`config.mk`:
```
export PLATFORM = sky130hd
export DESIGN_NAME = timed_task_table
export DESIGN_NICKNAME = d
export VERILOG_FILES = /design/src/hdl/ttt_pkg.sv /design/src/hdl/ttt_ctrl.sv /design/src/hdl/ttt_dp.sv /design/src/hdl/timed_task_table.sv
export SDC_FILE = /design/constraint.sdc
export NUM_CORES = 2
export LEC_CHECK = 0
export BUFFER_PORTS_ARGS = -buffer_cell sky130_fd_sc_hd__buf_2
export CORE_ASPECT_RATIO = 1.5
export CORE_MARGIN = 2
export CORE_UTILIZATION = 55
export CTS_CLUSTER_DIAMETER = 80
export DETAILED_ROUTE_END_ITERATION = 8
export GPL_ROUTABILITY_DRIVEN = 0
export PLACE_DENSITY = 0.71
export SKIP_LAST_GASP = 1
export SYNTH_ARGS = -nofsm -noshare
export SYNTH_HDL_FRONTEND = slang
export SYNTH_HIERARCHICAL = 1
export SYNTH_SLANG_ARGS = --single-unit
```
`constraint.sdc`:
```
create_clock -name clk -period 8.3 [get_ports clk]
set_clock_uncertainty 0.05 [all_clocks]
set_input_delay 0.83 -clock clk [delete_from_list [all_inputs] [get_ports clk]]
set_output_delay 0.83 -clock clk [all_outputs]
set_load 0.1 [all_outputs]
```
`src/hdl/ttt_pkg.sv`:
```
package ttt_pkg;

    // Default table depth
    localparam int TABLE_DEPTH_DEF = 16;

    // Field widths
    localparam int MODE_W = 3;
    localparam int KIND_W = 3;
    localparam int ID_W   = 32;
    localparam int DLY_W  = 32;
    localparam int PER_W  = 31;
    localparam int REM_W  = 40;

    // Mode codes
    localparam logic [MODE_W-1:0] MODE_ONESHOT  = 3'd0;
    localparam logic [MODE_W-1:0] MODE_PERIODIC = 3'd1;
    localparam logic [MODE_W-1:0] MODE_CANCEL   = 3'd2;
    localparam logic [MODE_W-1:0] MODE_TICK     = 3'd3;
    localparam logic [MODE_W-1:0] MODE_DRAIN    = 3'd4;

    // Result kinds
    localparam logic [KIND_W-1:0] KIND_SCHED  = 3'd0;
    localparam logic [KIND_W-1:0] KIND_CANCEL = 3'd1;
    localparam logic [KIND_W-1:0] KIND_FIRED  = 3'd2;
    localparam logic [KIND_W-1:0] KIND_DONE   = 3'd3;
    localparam logic [KIND_W-1:0] KIND_FULL   = 3'd4;

    // Controller to datapath commands
    typedef struct packed {
        logic load;
        logic sched;
        logic eval;
        logic post;
        logic finish;
    } cmd_t;

    // Datapath to controller status
    typedef struct packed {
        logic [MODE_W-1:0] mode;
        logic              scan_empty;
        logic              scan_last;
    } stat_t;

    // Clamp a one-bit-grown sum back to the remaining-time range
    function automatic logic signed [REM_W-1:0] sat_rem(input logic signed [REM_W:0] v);
        logic signed [REM_W-1:0] r;
        if (v[REM_W] != v[REM_W-1]) begin
            r = v[REM_W] ? {1'b1, {(REM_W-1){1'b0}}} : {1'b0, {(REM_W-1){1'b1}}};
        end else begin
            r = v[REM_W-1:0];
        end
        return r;
    endfunction

endpackage

```
`src/hdl/ttt_ctrl.sv`:
```
module ttt_ctrl (
    input  logic          clk,
    input  logic          rst_n,
    input  logic          start,
    output logic          busy,
    input  ttt_pkg::stat_t stat,
    output ttt_pkg::cmd_t  cmd
);

    localparam logic [2:0] ST_IDLE     = 3'd0;
    localparam logic [2:0] ST_DISPATCH = 3'd1;
    localparam logic [2:0] ST_RD       = 3'd2;
    localparam logic [2:0] ST_EVAL     = 3'd3;
    localparam logic [2:0] ST_POST     = 3'd4;
    localparam logic [2:0] ST_FINISH   = 3'd5;

    logic [2:0] state_reg;
    logic [2:0] state_next;

    // Next state and commands
    always_comb
    begin
        state_next = state_reg;
        cmd        = '0;
        unique case (state_reg)
            ST_IDLE:
            begin
                if (start)
                begin
                    cmd.load   = 1'b1;
                    state_next = ST_DISPATCH;
                end
            end
            ST_DISPATCH:
            begin
                case (stat.mode) inside
                    ttt_pkg::MODE_ONESHOT, ttt_pkg::MODE_PERIODIC:
                    begin
                        cmd.sched  = 1'b1;
                        state_next = ST_IDLE;
                    end
                    ttt_pkg::MODE_CANCEL, ttt_pkg::MODE_TICK, ttt_pkg::MODE_DRAIN:
                    begin
                        state_next = stat.scan_empty ? ST_FINISH : ST_RD;
                    end
                    default:
                    begin
                        state_next = ST_IDLE;
                    end
                endcase
            end
            ST_RD:
            begin
                state_next = ST_EVAL;
            end
            ST_EVAL:
            begin
                cmd.eval = 1'b1;
                if (stat.mode == ttt_pkg::MODE_TICK)
                begin
                    state_next = ST_POST;
                end
                else
                begin
                    state_next = stat.scan_last ? ST_FINISH : ST_RD;
                end
            end
            ST_POST:
            begin
                // read pointer already advanced in the eval cycle
                cmd.post   = 1'b1;
                state_next = stat.scan_empty ? ST_FINISH : ST_RD;
            end
            ST_FINISH:
            begin
                cmd.finish = 1'b1;
                state_next = ST_IDLE;
            end
            default:
            begin
                state_next = ST_IDLE;
            end
        endcase
    end

    // State register
    always_ff @(posedge clk or negedge rst_n)
    begin
        if (!rst_n)
        begin
            state_reg <= ST_IDLE;
        end
        else
        begin
            state_reg <= state_next;
        end
    end

    assign busy = (state_reg != ST_IDLE);

endmodule

```
`src/hdl/ttt_dp.sv`:
```
module ttt_dp #(
    parameter int TABLE_DEPTH = ttt_pkg::TABLE_DEPTH_DEF
) (
    input  logic                               clk,
    input  logic                               rst_n,
    input  logic        [ttt_pkg::MODE_W-1:0]  mode,
    input  logic signed [ttt_pkg::DLY_W-1:0]   delay,
    input  logic        [ttt_pkg::PER_W-1:0]   period,
    input  logic        [ttt_pkg::ID_W-1:0]    cancel_id,
    input  logic        [ttt_pkg::PER_W-1:0]   elapsed,
    input  ttt_pkg::cmd_t                      cmd,
    output ttt_pkg::stat_t                     stat,
    output logic                               result_valid,
    output logic        [ttt_pkg::KIND_W-1:0]  kind,
    output logic        [ttt_pkg::ID_W-1:0]    task_id,
    output logic                               found,
    output logic                               last
);

    localparam int CNT_W = $clog2(TABLE_DEPTH + 1);
    localparam int IDX_W = (TABLE_DEPTH > 1) ? $clog2(TABLE_DEPTH) : 1;
    localparam int REM_W = ttt_pkg::REM_W;
    localparam int PER_W = ttt_pkg::PER_W;
    localparam int ID_W  = ttt_pkg::ID_W;
    localparam int KIND_W = ttt_pkg::KIND_W;

    // Latched transaction fields
    logic        [ttt_pkg::MODE_W-1:0] mode_reg;
    logic signed [ttt_pkg::DLY_W-1:0]  delay_reg;
    logic        [PER_W-1:0]           period_reg;
    logic        [ID_W-1:0]            cid_reg;
    logic        [PER_W-1:0]           elapsed_reg;

    // Table control
    logic [CNT_W-1:0] count_reg;
    logic [ID_W-1:0]  next_id_reg;
    logic [CNT_W-1:0] rd_ptr_reg;
    logic [CNT_W-1:0] wr_ptr_reg;
    logic             found_reg;
    logic             fire_reg;

    // Entry held between eval and post
    logic        [ID_W-1:0]  hold_id_reg;
    logic        [PER_W-1:0] hold_per_reg;
    logic signed [REM_W-1:0] hold_rem_reg;

    // Entry storage and registered read data
    logic        [ID_W-1:0]  mem_id  [TABLE_DEPTH];
    logic signed [REM_W-1:0] mem_rem [TABLE_DEPTH];
    logic        [PER_W-1:0] mem_per [TABLE_DEPTH];
    logic        [ID_W-1:0]  rdata_id_reg;
    logic signed [REM_W-1:0] rdata_rem_reg;
    logic        [PER_W-1:0] rdata_per_reg;

    // Result register
    logic              res_valid_reg;
    logic [KIND_W-1:0] res_kind_reg;
    logic [ID_W-1:0]   res_id_reg;
    logic              res_found_reg;
    logic              res_last_reg;
    logic              res_valid_next;
    logic [KIND_W-1:0] res_kind_next;
    logic [ID_W-1:0]   res_id_next;
    logic              res_found_next;
    logic              res_last_next;

    logic                    full;
    logic                    is_tick;
    logic                    is_cancel;
    logic                    is_drain;
    logic signed [REM_W:0]   tick_sub;
    logic signed [REM_W-1:0] tick_rem;
    logic                    tick_fire;
    logic signed [REM_W:0]   post_sum;
    logic signed [REM_W-1:0] post_rem;
    logic                    id_hit;
    logic                    cancel_skip;

    logic                    we;
    logic [IDX_W-1:0]        waddr;
    logic [ID_W-1:0]         wid;
    logic signed [REM_W-1:0] wrem;
    logic [PER_W-1:0]        wper;

    assign full      = (count_reg == CNT_W'(TABLE_DEPTH));
    assign is_tick   = (mode_reg == ttt_pkg::MODE_TICK);
    assign is_cancel = (mode_reg == ttt_pkg::MODE_CANCEL);
    assign is_drain  = (mode_reg == ttt_pkg::MODE_DRAIN);

    // Tick arithmetic: subtract elapsed, later add the period back
    assign tick_sub  = {rdata_rem_reg[REM_W-1], rdata_rem_reg}
                     - $signed({{(REM_W+1-PER_W){1'b0}}, elapsed_reg});
    assign tick_rem  = ttt_pkg::sat_rem(tick_sub);
    assign tick_fire = tick_rem[REM_W-1] | (tick_rem == '0);
    assign post_sum  = {hold_rem_reg[REM_W-1], hold_rem_reg}
                     + $signed({{(REM_W+1-PER_W){1'b0}}, hold_per_reg});
    assign post_rem  = ttt_pkg::sat_rem(post_sum);

    // Cancel drops only the first match
    assign id_hit      = (rdata_id_reg == cid_reg);
    assign cancel_skip = id_hit && !found_reg;

    // Status to controller
    assign stat.mode       = mode_reg;
    assign stat.scan_empty = (rd_ptr_reg == count_reg);
    assign stat.scan_last  = (CNT_W'(rd_ptr_reg + 1'b1) == count_reg);

    // Write port selection
    always_comb
    begin
        we    = 1'b0;
        waddr = wr_ptr_reg[IDX_W-1:0];
        wid   = rdata_id_reg;
        wrem  = rdata_rem_reg;
        wper  = rdata_per_reg;
        if (cmd.sched && !full)
        begin
            we    = 1'b1;
            waddr = count_reg[IDX_W-1:0];
            wid   = next_id_reg;
            if (mode_reg == ttt_pkg::MODE_ONESHOT)
            begin
                wrem = REM_W'(delay_reg);
                wper = '0;
            end
            else
            begin
                wrem = delay_reg[ttt_pkg::DLY_W-1] ? REM_W'(period_reg) : REM_W'(delay_reg);
                wper = period_reg;
            end
        end
        else if (cmd.eval && is_cancel && !cancel_skip)
        begin
            we = 1'b1;
        end
        else if (cmd.post && (!fire_reg || hold_per_reg != '0))
        begin
            we   = 1'b1;
            wid  = hold_id_reg;
            wper = hold_per_reg;
            wrem = fire_reg ? post_rem : hold_rem_reg;
        end
    end

    // Entry storage
    always_ff @(posedge clk)
    begin
        if (we)
        begin
            mem_id[waddr]  <= wid;
            mem_rem[waddr] <= wrem;
            mem_per[waddr] <= wper;
        end
        rdata_id_reg  <= mem_id[rd_ptr_reg[IDX_W-1:0]];
        rdata_rem_reg <= mem_rem[rd_ptr_reg[IDX_W-1:0]];
        rdata_per_reg <= mem_per[rd_ptr_reg[IDX_W-1:0]];
    end

    // Transaction fields and held entry
    always_ff @(posedge clk)
    begin
        if (cmd.load)
        begin
            mode_reg    <= mode;
            delay_reg   <= delay;
            period_reg  <= period;
            cid_reg     <= cancel_id;
            elapsed_reg <= elapsed;
        end
        if (cmd.eval)
        begin
            hold_id_reg  <= rdata_id_reg;
            hold_per_reg <= rdata_per_reg;
            hold_rem_reg <= tick_rem;
        end
    end

    // Table control
    always_ff @(posedge clk or negedge rst_n)
    begin
        if (!rst_n)
        begin
            count_reg   <= '0;
            next_id_reg <= '0;
            rd_ptr_reg  <= '0;
            wr_ptr_reg  <= '0;
            found_reg   <= 1'b0;
            fire_reg    <= 1'b0;
        end
        else
        begin
            if (cmd.load)
            begin
                rd_ptr_reg <= '0;
                wr_ptr_reg <= '0;
                found_reg  <= 1'b0;
            end
            if (cmd.sched && !full)
            begin
                count_reg   <= CNT_W'(count_reg + 1'b1);
                next_id_reg <= next_id_reg + 1'b1;
            end
            if (cmd.eval)
            begin
                rd_ptr_reg <= CNT_W'(rd_ptr_reg + 1'b1);
                fire_reg   <= tick_fire;
                if (is_cancel)
                begin
                    if (cancel_skip)
                    begin
                        found_reg <= 1'b1;
                    end
                    else
                    begin
                        wr_ptr_reg <= CNT_W'(wr_ptr_reg + 1'b1);
                    end
                end
            end
            if (cmd.post && we)
            begin
                wr_ptr_reg <= CNT_W'(wr_ptr_reg + 1'b1);
            end
            if (cmd.finish)
            begin
                count_reg <= is_drain ? '0 : wr_ptr_reg;
            end
        end
    end

    // Result selection
    always_comb
    begin
        res_valid_next = 1'b0;
        res_kind_next  = ttt_pkg::KIND_DONE;
        res_id_next    = '0;
        res_found_next = 1'b0;
        res_last_next  = 1'b1;
        if (cmd.sched)
        begin
            res_valid_next = 1'b1;
            res_kind_next  = full ? ttt_pkg::KIND_FULL : ttt_pkg::KIND_SCHED;
            res_id_next    = full ? '0 : next_id_reg;
        end
        else if (cmd.eval && ((is_tick && tick_fire) || is_drain))
        begin
            res_valid_next = 1'b1;
            res_kind_next  = ttt_pkg::KIND_FIRED;
            res_id_next    = rdata_id_reg;
            res_last_next  = 1'b0;
        end
        else if (cmd.finish)
        begin
            res_valid_next = 1'b1;
            if (is_cancel)
            begin
                res_kind_next  = ttt_pkg::KIND_CANCEL;
                res_id_next    = cid_reg;
                res_found_next = found_reg;
            end
        end
    end

    // Result strobe
    always_ff @(posedge clk or negedge rst_n)
    begin
        if (!rst_n)
        begin
            res_valid_reg <= 1'b0;
        end
        else
        begin
            res_valid_reg <= res_valid_next;
        end
    end

    // Result payload
    always_ff @(posedge clk)
    begin
        res_kind_reg  <= res_kind_next;
        res_id_reg    <= res_id_next;
        res_found_reg <= res_found_next;
        res_last_reg  <= res_last_next;
    end

    assign result_valid = res_valid_reg;
    assign kind         = res_kind_reg;
    assign task_id      = res_id_reg;
    assign found        = res_found_reg;
    assign last         = res_last_reg;

endmodule

```
`src/hdl/timed_task_table.sv`:
```
// Schedule: start is taken into the dispatch state, and the result register strobes after it; busy for 1 cycle.
// Cancel and drain step each live entry through a read and an eval state; tick adds a post state per entry,
// set by the single read and write port of the entry memory (N live entries, up to TABLE_DEPTH).
// Results leave on a one-cycle strobe; the receiver cannot stall.
// Reset (rst_n low, asynchronous) empties the table and restarts ids at zero.
module timed_task_table #(
    parameter int TABLE_DEPTH = ttt_pkg::TABLE_DEPTH_DEF
) (
    input  logic                               clk,
    input  logic                               rst_n,
    input  logic                               start,
    output logic                               busy,
    input  logic        [ttt_pkg::MODE_W-1:0]  mode,
    input  logic signed [ttt_pkg::DLY_W-1:0]   delay,
    input  logic        [ttt_pkg::PER_W-1:0]   period,
    input  logic        [ttt_pkg::ID_W-1:0]    cancel_id,
    input  logic        [ttt_pkg::PER_W-1:0]   elapsed,
    output logic                               result_valid,
    output logic        [ttt_pkg::KIND_W-1:0]  kind,
    output logic        [ttt_pkg::ID_W-1:0]    task_id,
    output logic                               found,
    output logic                               last
);

    ttt_pkg::cmd_t  cmd;
    ttt_pkg::stat_t stat;

    // Sequencer
    ttt_ctrl u_ctrl (
        .clk   (clk),
        .rst_n (rst_n),
        .start (start),
        .busy  (busy),
        .stat  (stat),
        .cmd   (cmd)
    );

    // Entry table and result register
    ttt_dp #(
        .TABLE_DEPTH (TABLE_DEPTH)
    ) u_dp (
        .clk          (clk),
        .rst_n        (rst_n),
        .mode         (mode),
        .delay        (delay),
        .period       (period),
        .cancel_id    (cancel_id),
        .elapsed      (elapsed),
        .cmd          (cmd),
        .stat         (stat),
        .result_valid (result_valid),
        .kind         (kind),
        .task_id      (task_id),
        .found        (found),
        .last         (last)
    );

endmodule
```
## Yosys cells after proc, flatten, opt, wreduce, memory -nomap -nowiden

Memory sizes are Yosys's and may differ from the RTL's. A register that Yosys moved wholly into a read port is not among the register bits.
Index checks and enable logic that the tools add are counted.

| cells by class | value |
|---|---|
| $add $sub $neg | 6 |
| eq/ne operators | 16 |
| multiplexer cells | 65 |
| bitwise logic cells | 3 |
| reduce and logical (&&, ||, !) cells | 24 |

Operator list:

| kind | count |
|---|---|
| $mux 40 | 9 |
| $mux 32 | 8 |
| $mux 31 | 5 |
| $mux 5 | 10 |
| $add 40x32->41 | 1 |
| $sub 40x32->41 | 1 |
| $logic_not 40->1 | 1 |
| $add 32x1->32 const B | 1 |
| $eq 32x32->1 | 1 |
| $reduce_bool 31->1 | 1 |
| $mux 3 | 10 |
| $mux 1 | 20 |
| $add 5x1->5 const B | 3 |
| $pmux 3 s5 | 1 |
| $eq 3x2->1 const B | 4 |
| $eq 5x5->1 | 2 |
| $eq 3x3->1 const B | 3 |
| $logic_and 1x1->1 | 8 |
| $eq 3x1->1 const B | 2 |
| $logic_not 3->1 | 2 |
| $eq 5x5->1 const B | 1 |
| $logic_not 1->1 | 4 |
| $mux 4 | 1 |
| $reduce_bool 2->1 | 2 |
| 10 further kinds | 13 |

| storage, ports and cells | value |
|---|---|
| register bits after elaboration | 322 |
| RAM bits | 1648 |
| bits of input ports | 132 |
| output and inout bits | 39 |
| word-level logic and storage cells | 137 |
| memories kept | 3 |

Memories:

| memory | words | bits a word | read ports | clocked after Yosys merged registers in | write ports | RTL line | RTL |
|---|---|---|---|---|---|---|---|
| u_dp.mem_rem | 16 | 40 | 1 | 1 | 1 | ttt_dp.sv:49 | `logic signed [REM_W-1:0] mem_rem [TABLE_DEPTH];` |
| u_dp.mem_id | 16 | 32 | 1 | 1 | 1 | ttt_dp.sv:48 | `logic [ID_W-1:0] mem_id [TABLE_DEPTH];` |
| u_dp.mem_per | 16 | 31 | 1 | 1 | 1 | ttt_dp.sv:50 | `logic [PER_W-1:0] mem_per [TABLE_DEPTH];` |

## Logic depth before layout (Yosys ltp)

| depth | value |
|---|---|
| depth in word-level cells | 10 |
| gate-level depth with buffers | 23 |
| depth with buffers taken out | 21 |

## Modules after synthesis

Netlist, hierarchy kept.

Modules (own cells, without submodules):

| module | instances | cells an instance | area each (µm²) | sequential area each (µm²) |
|---|---|---|---|---|
| ttt_dp | 1 | 5160 | 83893.0 | 60508.0 |
| ttt_ctrl | 1 | 28 | 245.2 | 75.1 |

## Worst setup path before layout

No wires, ideal clock.

| path | value |
|---|---|
| path type | register to register |
| start point | register u_ctrl.state_reg[2] |
| end point | register u_dp.wr_ptr_reg[0] |
| setup time | 0.130 ns |
| arrival | 7.877 ns |
| required time | 8.120 ns |
| path slack | 0.243 ns |
| stages on the path, launching flop included | 5 |
| buffers on the path | 0 |
| period minus slack after synthesis | 8.057 ns |
| cell sequence | dfrtp_1 or3_1 nor2_1 nor2_1 mux2_2 |

RTL lines:

| what | RTL line | RTL |
|---|---|---|
| from (decl) | ttt_ctrl.sv:17 | `logic [2:0] state_reg;` |
| from (signal assigned) | ttt_ctrl.sv:95 | `state_reg <= state_next;` |
| to (signal assigned) | ttt_dp.sv:215 | `wr_ptr_reg <= CNT_W'(wr_ptr_reg + 1'b1);` |
| to (signal assigned) | ttt_dp.sv:221 | `wr_ptr_reg <= CNT_W'(wr_ptr_reg + 1'b1);` |
| to (decl) | ttt_dp.sv:38 | `logic [CNT_W-1:0] wr_ptr_reg;` |

## Final worst setup path

| path | value |
|---|---|
| start point | register u_dp.elapsed_reg[0] |
| end point | register u_dp.res_id_reg[0], in the netlist u_dp/task_id[0] |

| on the way | value |
|---|---|
| longest elaborated chain between the ends | 10 |
| elaborated cells between the ends (all ways) | 11 |
| classes of those cells | add/sub: 1; eq/ne: 1; mux: 4; bitwise: 1; reduce/logical: 4 |

RTL lines:

| what | RTL line | RTL |
|---|---|---|
| from (decl) | ttt_dp.sv:32 | `logic [PER_W-1:0] elapsed_reg;` |
| from (signal assigned) | ttt_dp.sv:168 | `elapsed_reg <= elapsed;` |
| $sub 40x32->41 (*) | ttt_dp.sv:92 | `- $signed({{(REM_W+1-PER_W){1'b0}}, elapsed_reg});` |
| $mux 40 or $ne 1x1->1 (tied branches) | ttt_pkg.sv:48, ttt_pkg.sv:47 |  |
| $mux 40 (*) | ttt_pkg.sv:47 | `if (v[REM_W] != v[REM_W-1]) begin` |
| $logic_not 40->1 | ttt_dp.sv:94 | `assign tick_fire = tick_rem[REM_W-1] \| (tick_rem == '0);` |
| $or 1x1->1 (*) | ttt_dp.sv:94 |  |
| $logic_and 1x1->1 (*) | ttt_dp.sv:244 | `else if (cmd.eval && ((is_tick && tick_fire) \|\| is_drain))` |
| $logic_or 1x1->1 (*) | ttt_dp.sv:244 |  |
| $logic_and 1x1->1 (*) | ttt_dp.sv:244 |  |
| $mux 32 (*) | ttt_dp.sv:244 |  |
| $mux 32 (*) | ttt_dp.sv:238 | `if (cmd.sched)` |
| net u_dp.res_id_next[0] | ttt_dp.sv:63 | `logic [ID_W-1:0] res_id_next;` |
| to (signal assigned) | ttt_dp.sv:280 | `res_id_reg <= res_id_next;` |
| to (decl) | ttt_dp.sv:58 | `logic [ID_W-1:0] res_id_reg;` |

Mark *: on every way through the listed nets, which the timed path passes. The rest lies on a longest branch.
A chain may end at the register's enable or synchronous reset.

==> results.toml <==
[cells_and_area]
top_register = "u_dp/mem_rem"
fin_nets = 5597
largest_reg_flops = 640
multi_input_area_sq_um = 22250
register_area_sq_um = 60600
fillers = 10750
reg_top3 = "u_dp/mem_rem: 640 flops, u_dp/mem_id: 512 flops, u_dp/mem_per: 496 flops"
drive_above_1_share_pct = 17.86
areaGrowthSynthToFinish_pct = 11.56

[power]
vdd_drop_max_v = 0.0002793
power_density_nw_per_um2 = 376.6
leakage_nw = 31.91

[placed_design]
port_buffers = 170
hpwl_um = 135000

[routing]
first_iter_violations = 6852
firstDrtPassIters = 9
via_count = 49830
drc_errors = 4
ant_nets = 0
wl_per_cell_um = 30.72
vias_per_cell = 6.564
wirelength_um = 233200

[sta]
hold_violations = 0
setup_viol = 0
fmax_ghz = 0.1568
hold_ws_ns = 0.1069
fin_crit_ns = 6.377
rsz0062_at_grt = "no"
period_share_pct = 76.83
tightest_slew_ns = 1.446
slew_violations = 0
fin_tns_setup_ns = 0
slew_headroom_pct = 3.122

[yosys]
synth_ff_type = "edfxtp_1"
synthTopCellsByArea = "edfxtp_1 (67%), mux4_2 (5.5%), mux2i_1 (4.1%)"
synth.most_common_cell = "edfxtp_1"
synth_fp_nets = 5391
synth_top_area_share_pct = 67.10
syn_avg_cell_area_sq_um = 16.22
synth.cell_area_sq_um = 84140
ys_async_sr_fraction_pct = 2.557
synth_cell_type_count = 106
synthCells = 5188
synth_commonest_cells = "edfxtp_1 (1880), nand2_1 (434), mux2i_1 (348), o21ai_0 (329), a21oi_1 (260)"
ys_warn_count = 6
synth_edf_count = 1880
yosysTopAreaCell = "edfxtp_1"
synth-seq-cells = 2073
ys_seq_area_share_pct = 72.00

[setup_path]
path_class = "register to register"
worstSetupEndpointType = "register"
cp-endpoint = "u_dp/task_id[0]$_DFF_P_"
reg2reg_to = "u_dp/task_id[0]$_DFF_P_"
r2r-start = "u_dp/elapsed_reg[0]$_DFFE_PP_"
crit_start = "u_dp/elapsed_reg[0]$_DFFE_PP_"
crit_arrival_ns = 7.01
critical_path_required_ns = 8.94
worstRegToRegCells = 22
startpoint_type = "register"
timing.reg2reg.setup_slack_ns = 1.92
path_max_fanout = 41

[cts]
numCtsBuffers = 182
hold_buffers = 0
cts_buffer_depth = 3
root_buffer = "clkbuf_16"
tritoncts = "built"
htree_levels = 4
clock-sinks = 2073
cts_setup_buffers = 0
insertion_delay_ns = 0.87
cts_resized = 0
clkTransAtPathRegs_ns = 0.07

[floorplan]
rows = 175
chipHeight_um = 483.0
dieArea_sq_um = 156200
die_x_um = 323.4
start_util_pct = 55.45
ios = 171
coreArea_sq_um = 151700

[run_status]
status = "finished, violations left"
violations = "DRC"

[hold_path]
hold_path_class = "input pin to register"

[global_routing]
grt_use_total_pct = 29.80
grt_pass1_vias = 49500
antenna_found_initial = 16
grt-ovfl-total = 0
grt_pass1_wl_um = 334400
grt_max_degree = 125

[run]
max_cap_violations = 0
[worst max-delay path, stage by stage, from the launching register on]
cell and delay [ns]:
edfxtp_1 0.37, ha_1 0.23, inv_1 0.08, fa_1 0.22
a211oi_1 0.12, o21a_1 0.23, or4b_4 0.56, a311oi_2 0.48
o21ai_0 0.21, a21oi_1 0.37, inv_1 0.13, ha_1 0.30
buf_4 0.35, clkinv_1 0.54, nand2_1 0.24, or3_1 0.14
a21oi_1 0.04, a31oi_1 0.25, a31o_2 0.22, o31ai_4 0.10
a31oi_4 0.15, buf_4 0.53, o211ai_1 0.20
[routing by layer]
metal / wire [um] / vias up / part of all wire, % / global-route usage [%]
met4: 10530 / 4 / 4.5 / 12.60
met5: 27 / - / 0.012 / 0
met2: 112800 / 2911 / 48 / 48.11
li1: - / 20910 / - / -
met3: 24010 / 575 / 10 / 5.804
met1: 85880 / 25430 / 37 / 39.70
[cell usage in the layout, fill, tap and decap left out, types with 59 or more instances in the layout]
cell          n
edfxtp_1   1880
inv_1        94
xnor2_1      84
buf_2       171
buf_4       119
o21ai_0     318
ha_1         69
a221oi_1    105
nand2_1     433
mux2_2      105
nor2_1       94
a22oi_1     106
mux2i_1     348
dfxtp_1     140
a31oi_1      59
a21oi_1     260
clkbuf_16   184
mux4_2      206
[through the flow]
step / util (%) / total power [W] / instances / worst slack (ns) / area [sq um]
after floorplan: - / 0.02253 / 5188 / 0.2434 / 84140
after global placement: 57.78 / 0.02631 / 7243 / 2.406 / 87680
after detailed placement: 57.78 / 0.02652 / 7243 / 2.165 / 87680
after CTS: 61.84 / 0.03520 / 7586 / 2.139 / 93830
after global routing: 61.86 / 0.03658 / 7589 / 1.715 / 93860
final: 61.86 / 0.03535 / 7591 / 1.923 / 93860
[layout make-up]
type	count	share of cell area, %
flip-flops and latches	2073	64.56
multi-input cells	2741	23.70
clock buffers	245	5.299
well taps	2035	2.713
repair buffers	301	2.085
clock inverters	98	1.256
inverters	95	0.3799
diodes	3	0.007998
[how the worst min path moves through the flow]
stage	startpoint	to	slack (ns)	depth (start not counted)
6_report	delay[23]	u_dp/delay_reg[23]$_DFFE_PP_	0.11	1
5_1_grt	period[30]	u_dp/period_reg[30]$_DFFE_PP_	0.09	1
4_1_cts	period[14]	u_dp/period_reg[14]$_DFFE_PP_	0.06	1
3_5_place_dp	u_dp/rdata_per_reg[22]$_DFF_P_	u_dp/hold_per_reg[22]$_DFFE_PP_	0.36	0
3_3_place_gp	u_dp/rdata_per_reg[17]$_DFF_P_	u_dp/hold_per_reg[17]$_DFFE_PP_	0.37	0
2_1_floorplan	u_dp/rdata_per_reg[0]$_DFF_P_	u_dp/hold_per_reg[0]$_DFFE_PP_	0.36	0
[cell families (layout without fill, tap and decap cells)]
family	Yosys count	in the layout	share of synthesized area, %
buf+inv	374	739	1.822
simple gates	790	790	4.235
mux	659	659	11.06
compound gates	1099	1099	8.536
fa+ha+maj	71	71	1.074
xor+xnor	122	122	1.270
other cells	0	3	0
flops	2073	2073	72.00
[report_power, final]
part | total [W] | switching [W] | internal (W)
registers | 0.0151 | 0.000996 | 0.0141
logic | 0.0115 | 0.00761 | 0.00390
clock network | 0.00873 | 0.00382 | 0.00491
(Power assumes the default switching activity.)
